## config.mk

```make
export PLATFORM = sky130hd
export DESIGN_NAME = rgb_to_hsl_converter_top
export DESIGN_NICKNAME = d
export VERILOG_FILES = /design/src/rtl/rhc_pkg.sv /design/src/rtl/rhc_div_pipe.sv /design/src/rtl/rgb_to_hsl_converter_top.sv
export SDC_FILE = /design/constraint.sdc
export NUM_CORES = 2
export LEC_CHECK = 0
export BUFFER_PORTS_ARGS = -buffer_cell sky130_fd_sc_hd__buf_2
export CAP_MARGIN = 20
export CORE_UTILIZATION = 45
export CTS_CLUSTER_DIAMETER = 40
export DETAILED_ROUTE_END_ITERATION = 10
export GPL_TIMING_DRIVEN = 0
export PLACE_DENSITY_LB_ADDON = 0.08
export SLEW_MARGIN = 10
export SYNTH_ARGS = -nofsm -noshare
export SYNTH_HDL_FRONTEND = slang
export SYNTH_HIERARCHICAL = 1
export SYNTH_SLANG_ARGS = --single-unit
```

## constraint.sdc

```tcl
create_clock -name i_clk -period 6 [get_ports i_clk]
set_input_delay 0.3 -clock i_clk [delete_from_list [all_inputs] [get_ports i_clk]]
set_output_delay 0.3 -clock i_clk [all_outputs]
set_load 0.01 [all_outputs]
```

## src/rtl/rhc_pkg.sv

```systemverilog
// Package for the RGB to HSL converter: payload structs, widths and constants.
// No dependencies; used by every module of the converter.
`timescale 1ns / 1ps

package rhc_pkg;

    localparam int CH_W       = 8;     // one color channel
    localparam int HUE_W      = 15;    // hue in 1/64 degree
    localparam int SAT_W      = 8;
    localparam int LIGHT_W    = 8;
    localparam int SUM_W      = CH_W + 1;
    localparam int DIFF_W     = CH_W + 1;
    localparam int T_W        = 11;    // hue numerator in sextant steps, up to 6*255
    localparam int HNUM_W     = 23;    // T times 3840
    localparam int SNUM_W     = 16;    // 255 times chroma

    // 3840 = 4096 - 256, so one sextant is a shift-subtract.
    localparam int SEXT_HI_SH = 12;
    localparam int SEXT_LO_SH = 8;
    localparam int FULL_TURN  = 23040;
    localparam int CH_MAX     = 255;
    localparam int DEN_WRAP   = 510;

    // Input register, two arithmetic stages, one stage per hue quotient bit,
    // and the output register.
    localparam int PIPE_DEPTH = 4 + HUE_W;

    typedef struct packed {
        logic [CH_W-1:0] red_in;
        logic [CH_W-1:0] green_in;
        logic [CH_W-1:0] blue_in;
    } t_pixel;

    typedef struct packed {
        logic [HUE_W-1:0]   hue_out;
        logic [SAT_W-1:0]   sat_out;
        logic [LIGHT_W-1:0] light_out;
    } t_hsl;

    typedef enum logic [1:0] {
        CH_RED,
        CH_GREEN,
        CH_BLUE
    } t_chan;

    // Operands and partial results that travel down the divider pipeline.
    typedef struct packed {
        logic [HNUM_W-1:0]  h_rem;
        logic [CH_W-1:0]    h_den;
        logic [HUE_W-1:0]   h_quo;
        logic [SNUM_W-1:0]  s_rem;
        logic [CH_W-1:0]    s_den;
        logic [SAT_W-1:0]   s_quo;
        logic [LIGHT_W-1:0] light;
    } t_div_work;

endpackage

```

## src/rtl/rhc_div_pipe.sv

```systemverilog
// Pipelined restoring divider for hue and saturation, one hue quotient bit per stage.
// Depends on rhc_pkg.
`timescale 1ns / 1ps

module rhc_div_pipe (
    input  logic               i_clk,
    input  logic               i_rst_n,
    input  logic               i_valid,
    input  rhc_pkg::t_div_work i_work,
    output logic               o_valid,
    output rhc_pkg::t_hsl      o_hsl
);
    import rhc_pkg::*;

    localparam int STAGES = HUE_W;

    t_div_work          w_src  [STAGES];
    t_div_work          n_work [STAGES];
    t_div_work          r_work [STAGES];
    logic [STAGES-1:0]  r_vld;

    always_comb begin
        w_src[0] = i_work;
        for (int i = 1; i < STAGES; i++) begin
            w_src[i] = r_work[i-1];
        end
    end

    // Stage i decides quotient bit STAGES-1-i; the saturation quotient only
    // has SAT_W bits, so it is decided in the last SAT_W stages.
    always_comb begin
        for (int i = 0; i < STAGES; i++) begin
            logic [HNUM_W-1:0] v_hsub;
            logic [SNUM_W-1:0] v_ssub;
            v_hsub    = HNUM_W'(w_src[i].h_den) << (STAGES - 1 - i);
            v_ssub    = SNUM_W'(w_src[i].s_den) << (STAGES - 1 - i);
            n_work[i] = w_src[i];
            if (w_src[i].h_rem >= v_hsub) begin
                n_work[i].h_rem = w_src[i].h_rem - v_hsub;
                n_work[i].h_quo = {w_src[i].h_quo[HUE_W-2:0], 1'b1};
            end else begin
                n_work[i].h_quo = {w_src[i].h_quo[HUE_W-2:0], 1'b0};
            end
            if ((STAGES - 1 - i) < SAT_W) begin
                if (w_src[i].s_rem >= v_ssub) begin
                    n_work[i].s_rem = w_src[i].s_rem - v_ssub;
                    n_work[i].s_quo = {w_src[i].s_quo[SAT_W-2:0], 1'b1};
                end else begin
                    n_work[i].s_quo = {w_src[i].s_quo[SAT_W-2:0], 1'b0};
                end
            end
        end
    end

    always_ff @(posedge i_clk) begin
        if (!i_rst_n) begin
            r_vld <= '0;
        end else begin
            r_vld <= {r_vld[STAGES-2:0], i_valid};
        end
    end

    always_ff @(posedge i_clk) begin
        for (int i = 0; i < STAGES; i++) begin
            r_work[i] <= n_work[i];
        end
    end

    assign o_valid         = r_vld[STAGES-1];
    assign o_hsl.hue_out   = r_work[STAGES-1].h_quo;
    assign o_hsl.sat_out   = r_work[STAGES-1].s_quo;
    assign o_hsl.light_out = r_work[STAGES-1].light;

endmodule

```

## src/rtl/rgb_to_hsl_converter_top.sv

```systemverilog
// Top level of the RGB to HSL converter: channel compare, numerator setup,
// divider pipeline and output register. Depends on rhc_pkg and rhc_div_pipe.
`timescale 1ns / 1ps

// The converter takes one 8-bit RGB pixel per clock and returns hue in 1/64
// degree (0 to 23039), saturation and lightness (0 to 255, where 255 means
// 1.0), all truncated. A pixel transfer happens at a rising edge where start
// is high and busy is low. Busy is high only while reset is held and in the
// first cycle after it is released, so pixels may be sent back to back, one
// per clock, without limit. Every pixel gives exactly one result, in the
// order the pixels came in. The result is shown on o_hsl for one cycle with
// o_strobe high and is transferred at the edge that ends that cycle. The
// receiver cannot hold results off, so it must take every strobed result as
// it comes. Most of the pipeline is the divider: hue and saturation are each
// a quotient by the chroma or by the lightness term, and the divider pipeline
// decides one hue quotient bit per stage over 15 stages. Around it sit the
// input register, a stage that finds the largest and smallest channel, a stage
// that forms the numerators and denominators, and the output register. Grey
// pixels, where all channels are equal, give a hue and a saturation of zero.
// When two channels tie for the largest, red is preferred over green and
// green over blue.
module rgb_to_hsl_converter_top (
    input  logic            i_clk,
    input  logic            i_rst_n,
    input  logic            start,
    output logic            busy,
    input  rhc_pkg::t_pixel i_pixel,
    output logic            o_strobe,
    output rhc_pkg::t_hsl   o_hsl
);
    import rhc_pkg::*;

    // Busy only covers reset; the pipeline itself never stalls.
    logic r_busy;

    // Stage 1: registered pixel.
    logic   r_s1_vld;
    t_pixel r_s1_pix;

    // Stage 2: chroma, max+min, winning channel and the signed difference
    // of the other two channels that goes into the hue.
    logic                     r_s2_vld;
    logic [CH_W-1:0]          r_s2_c;
    logic [SUM_W-1:0]         r_s2_sum;
    t_chan                    r_s2_chan;
    logic signed [DIFF_W-1:0] r_s2_diff;
    logic [CH_W-1:0]          n_s2_c;
    logic [SUM_W-1:0]         n_s2_sum;
    t_chan                    n_s2_chan;
    logic signed [DIFF_W-1:0] n_s2_diff;

    // Stage 3: divider operands.
    logic      r_s3_vld;
    t_div_work r_s3_work;
    t_div_work n_s3_work;

    logic w_div_vld;
    t_hsl w_div_hsl;

    // Output register.
    logic r_strobe;
    t_hsl r_hsl;

    always_ff @(posedge i_clk) begin
        if (!i_rst_n) begin
            r_busy   <= 1'b1;
            r_s1_vld <= 1'b0;
            r_s2_vld <= 1'b0;
            r_s3_vld <= 1'b0;
            r_strobe <= 1'b0;
        end else begin
            r_busy   <= 1'b0;
            r_s1_vld <= start && !r_busy;
            r_s2_vld <= r_s1_vld;
            r_s3_vld <= r_s2_vld;
            r_strobe <= w_div_vld;
        end
    end

    // Stage 2 logic: the tie order red, green, blue falls out of the
    // greater-or-equal compares.
    always_comb begin
        logic [CH_W-1:0] v_r;
        logic [CH_W-1:0] v_g;
        logic [CH_W-1:0] v_b;
        logic [CH_W-1:0] v_max;
        logic [CH_W-1:0] v_min;
        v_r = r_s1_pix.red_in;
        v_g = r_s1_pix.green_in;
        v_b = r_s1_pix.blue_in;
        if (v_r >= v_g && v_r >= v_b) begin
            n_s2_chan = CH_RED;
            v_max     = v_r;
            n_s2_diff = $signed({1'b0, v_g}) - $signed({1'b0, v_b});
        end else if (v_g >= v_b) begin
            n_s2_chan = CH_GREEN;
            v_max     = v_g;
            n_s2_diff = $signed({1'b0, v_b}) - $signed({1'b0, v_r});
        end else begin
            n_s2_chan = CH_BLUE;
            v_max     = v_b;
            n_s2_diff = $signed({1'b0, v_r}) - $signed({1'b0, v_g});
        end
        v_min = v_r;
        if (v_g < v_min) begin
            v_min = v_g;
        end
        if (v_b < v_min) begin
            v_min = v_b;
        end
        n_s2_c   = v_max - v_min;
        n_s2_sum = SUM_W'(v_max) + SUM_W'(v_min);
    end

    // Stage 3 logic: the hue numerator is (sextant offset times chroma plus
    // the difference) times 3840, which keeps it non-negative. Red with a
    // negative difference wraps around through six sextants.
    always_comb begin
        logic [T_W-1:0]        v_base;
        logic signed [T_W:0]   v_tsum;
        logic [T_W-1:0]        v_t;
        logic [CH_W-1:0]       v_den;
        case (r_s2_chan)
            CH_RED: begin
                if (r_s2_diff < 0) begin
                    v_base = (T_W'(r_s2_c) << 2) + (T_W'(r_s2_c) << 1);
                end else begin
                    v_base = '0;
                end
            end
            CH_GREEN: v_base = T_W'(r_s2_c) << 1;
            CH_BLUE:  v_base = T_W'(r_s2_c) << 2;
            default:  v_base = '0;
        endcase
        v_tsum = $signed({1'b0, v_base}) + (T_W + 1)'(r_s2_diff);
        v_t    = v_tsum[T_W-1:0];

        if (r_s2_sum <= SUM_W'(CH_MAX)) begin
            v_den = r_s2_sum[CH_W-1:0];
        end else begin
            v_den = CH_W'(SUM_W'(DEN_WRAP) - r_s2_sum);
        end

        n_s3_work.h_rem = (HNUM_W'(v_t) << SEXT_HI_SH) - (HNUM_W'(v_t) << SEXT_LO_SH);
        n_s3_work.h_den = r_s2_c;
        n_s3_work.h_quo = '0;
        n_s3_work.s_rem = (SNUM_W'(r_s2_c) << CH_W) - SNUM_W'(r_s2_c);
        n_s3_work.s_den = v_den;
        n_s3_work.s_quo = '0;
        n_s3_work.light = r_s2_sum[SUM_W-1:1];

        // Grey pixel: divide zero by one so hue and saturation come out zero.
        if (r_s2_c == '0) begin
            n_s3_work.h_rem = '0;
            n_s3_work.h_den = CH_W'(1);
            n_s3_work.s_rem = '0;
            n_s3_work.s_den = CH_W'(1);
        end
    end

    always_ff @(posedge i_clk) begin
        r_s1_pix  <= i_pixel;
        r_s2_c    <= n_s2_c;
        r_s2_sum  <= n_s2_sum;
        r_s2_chan <= n_s2_chan;
        r_s2_diff <= n_s2_diff;
        r_s3_work <= n_s3_work;
        r_hsl     <= w_div_hsl;
    end

    rhc_div_pipe u_div (
        .i_clk   (i_clk),
        .i_rst_n (i_rst_n),
        .i_valid (r_s3_vld),
        .i_work  (r_s3_work),
        .o_valid (w_div_vld),
        .o_hsl   (w_div_hsl)
    );

    assign busy     = r_busy;
    assign o_strobe = r_strobe;
    assign o_hsl    = r_hsl;

endmodule

```

==> impl_metrics.json <==
{
  "critPathBufInv": 3,
  "fmax_mhz": 182.8,
  "synth_xor_area_frac": 0.05344,
  "synth-simple-area-share": 0.1220,
  "layout_common_cells": "dfxtp_1, inv_1, nor2_1",
  "crit_required_ns": 6.62,
  "core_um2": 93330,
  "period_share": 0.9119,
  "dp_worst_setup_slack_ns": 0.2639,
  "syn_to_final_growth_pct": 18.27,
  "hold_depth": 2,
  "finalSetupTns_ns": 0,
  "synth_area_um2": 42420,
  "grt_use_total": 0.1566,
  "utilization": 0.5376,
  "cpMostUsedCell": "a21oi_1",
  "fin_skew_ns": 0.02218,
  "ys_warn_count": 6,
  "synthTopCellsByArea": "dfxtp_1, ha_1, xor2_1, inv_1, nor2_1",
  "worstSetupEndpointType": "flip-flop",
  "antenna_found_initial": 0,
  "drv_slew": 0,
  "grtUsageMet3": 0.03446,
  "synth.distinct_cells": 98,
  "cpLargestDelayFamily": "compound AO/OA/AOI/OAI gates",
  "synth-edff-count": 0,
  "io_buffers": 59,
  "synth.area.mux_share": 0.02377,
  "dp_hpwl_um": 54570,
  "vias": 26530,
  "synth-seq-area-share": 0.5672,
  "avgSynthCellArea_um2": 10.86,
  "worst_slew_pin_slew_ns": 0.8783,
  "min_path_type": "in -> reg",
  "tritoncts": "done",
  "layout_commonest_cell": "dfxtp_1",
  "num_rows": 112,
  "die_h_um": 309.0,
  "use_met1": 0.1801,
  "cts.sinks": 1202,
  "crit_fanout": 10,
  "finalHoldViolations": 0,
  "slowest_stage": "or3b_2",
  "cts_buffers": 156,
  "viasPerCell": 4.779,
  "wl_per_cell_um": 13.27,
  "status": "finished clean",
  "cts_max_path_buffers": 3,
  "cap_viol_max_count": 0,
  "cp.depth": 23,
  "critPathKind": "reg -> reg",
  "grt.busiest_layer": "met2",
  "dr.pass1.iters": 5,
  "grt_setup_unrepaired": "no",
  "grt_pass1_vias": 26570,
  "num_io_pins": 60,
  "dominantRegCellSynth": "dfxtp_1",
  "htreeDepth": 4,
  "totalWireLength_um": 73680,
  "grt_pass1_wl_um": 123000,
  "gr-total-overflow": 0,
  "setup_violations": 0,
  "cts_root_buffer": "clkbuf_16",
  "ant_nets": 0,
  "die-area_um2": 95500,
  "drive_above_1_share": 0.1119,
  "ys_seq_elements": 1202,
  "layout_setup_ws_ns": 0.5285,
  "start_util": 0.4545,
  "synth-async-reset-ratio": 0,
  "max_stage_delay_ns": 0.50,
  "grt_max_degree": 17,
  "crit_chain": "inv_1 -> ha_1 -> nand2b_1 -> a21oi_1 -> o21ai_2 -> a21oi_4 -> mux2i_1 -> inv_1 -> ha_1 -> a21o_1 -> a21o_1 -> a21oi_1 -> or3b_2 -> o21ai_4 -> buf_8 -> mux2i_2 -> ha_1 -> o21bai_1 -> a21oi_1 -> o21bai_1 -> a21oi_1 -> o31ai_1 -> xnor2_1",
  "synth_top_family_by_area": "simple AND/OR/NAND/NOR gates",
  "worst_ep_arrival_time_ns": 6.09,
  "reg2reg_depth": 23,
  "syn_inst": 3906,
  "drc": 0,
  "path_clk_slew_ns": 0.05,
  "relSlewSlack": 0.4145,
  "crit_path_start_kind": "flip-flop",
  "synth_fa_ha_area_frac": 0.09137,
  "finalWeightedCongestion": 0.8747,
  "drtIter0Drc": 1101,
  "die_w_um": 309.0,
  "insertion_delay_ns": 0.72,
  "period_needed_ns": 5.472,
  "synth_compound_area_frac": 0.1049,
  "fin_nets": 4489,
  "synth_top_area_frac": 0.5672,
  "synth_top_cell_by_area": "dfxtp_1",
  "antennaDiodeCount": 0,
  "use_met2": 0.2758
}
-- cell usage after synthesis (6+ instances only) --
library cell / instances
dfxtp_1: 1202
inv_1: 301
nor2_1: 290
ha_1: 265
o21ai_0: 184
a21oi_1: 181
nand2_1: 171
xor2_1: 139
xnor2_1: 118
nor3_1: 84
nor2b_1: 75
o21a_1: 63
nor4_1: 54
nand3_1: 51
a21o_1: 50
mux2_2: 47
nand2b_1: 45
mux2i_1: 41
clkbuf_1: 35
buf_4: 32
a211oi_1: 28
fa_1: 28
nor4b_1: 28
or4_1: 27
or3_1: 26
o31ai_1: 25
o31a_1: 24
nand4_1: 23
and2_1: 22
a31oi_1: 18
o21bai_1: 15
or2_2: 14
and3_1: 12
nor3b_1: 12
o211ai_1: 12
nand4b_1: 11
o2111ai_1: 11
a21boi_0: 9
buf_2: 8
and4b_1: 7
nand3b_1: 7
o41ai_1: 7
a2111oi_0: 6
-- per-stage QoR --
step / cell area (um2) / instances / hold slack, ns
4_1_cts: 50140 / 5547 / 0.1534
3_3_place_gp: 44340 / 5234 / 0.3095
6_report: 50170 / 5551 / 0.2206
3_5_place_dp: 44340 / 5234 / 0.3121
2_1_floorplan: 42480 / 3921 / 0.3096
5_1_grt: 50170 / 5551 / 0.1805
-- final cells by class --
class,instances,area (um2)
inverter,301,1130
timing repair buffer,90,595.6
tap,1254,1569
buffer,79,445.4
fill,8306,43160
multi-input combinational,2339,16840
sequential,1202,24060
clock inverter,102,1323
clock buffer,184,4202
-- sequential cells by signal, summed over array words and instances (netlist names) --
name          cells
u_div/r_work   1046
r_s3_work        54
o_hsl            31
r_s1_pix         24
u_div/r_vld      15
r_s2_diff         9
r_s2_sum          9
r_s2_c            7
r_s2_chan         2
busy              1
o_strobe          1
r_s1_vld          1
r_s2_vld          1
r_s3_vld          1
-- routing by layer --
metal,up-vias,share of wire
met5,-,0
met4,0,0.034
met3,172,0.038
met2,369,0.48
met1,12040,0.45
li1,13950,-
-- cell families after synthesis --
logic type | Yosys count
mux | 93
simple gates | 990
buf+inv | 380
xor+xnor | 258
other cells | 1
flops | 1202
compound gates | 689
fa+ha+maj | 293
-- final timing paths --
| path | from | endpoint | slack (ns) |
|---|---|---|---|
| max reg2reg | r_s1_pix[9]$_DFF_P_ | r_s2_c[7]$_DFF_P_ | 0.53 |
| min | i_pixel[14] | r_s1_pix[14]$_DFF_P_ | 0.22 |
| min reg2reg | u_div/r_work[0][556]$_DFF_P_ | u_div/r_work[0][643]$_DFF_P_ | 0.32 |
| max | r_s1_pix[9]$_DFF_P_ | r_s2_c[7]$_DFF_P_ | 0.53 |
-- timing repair --
action	in CTS	in global routing
hold buffers	27	0
resized for setup	0	1
buffers inserted	0	4
endpoints found under the hold margin	34	0
setup endpoints to repair	0	4
Power is left out: the tool's default activity adds up to more than one toggle a clock period on the data nets, which glitch-free logic cannot reach.
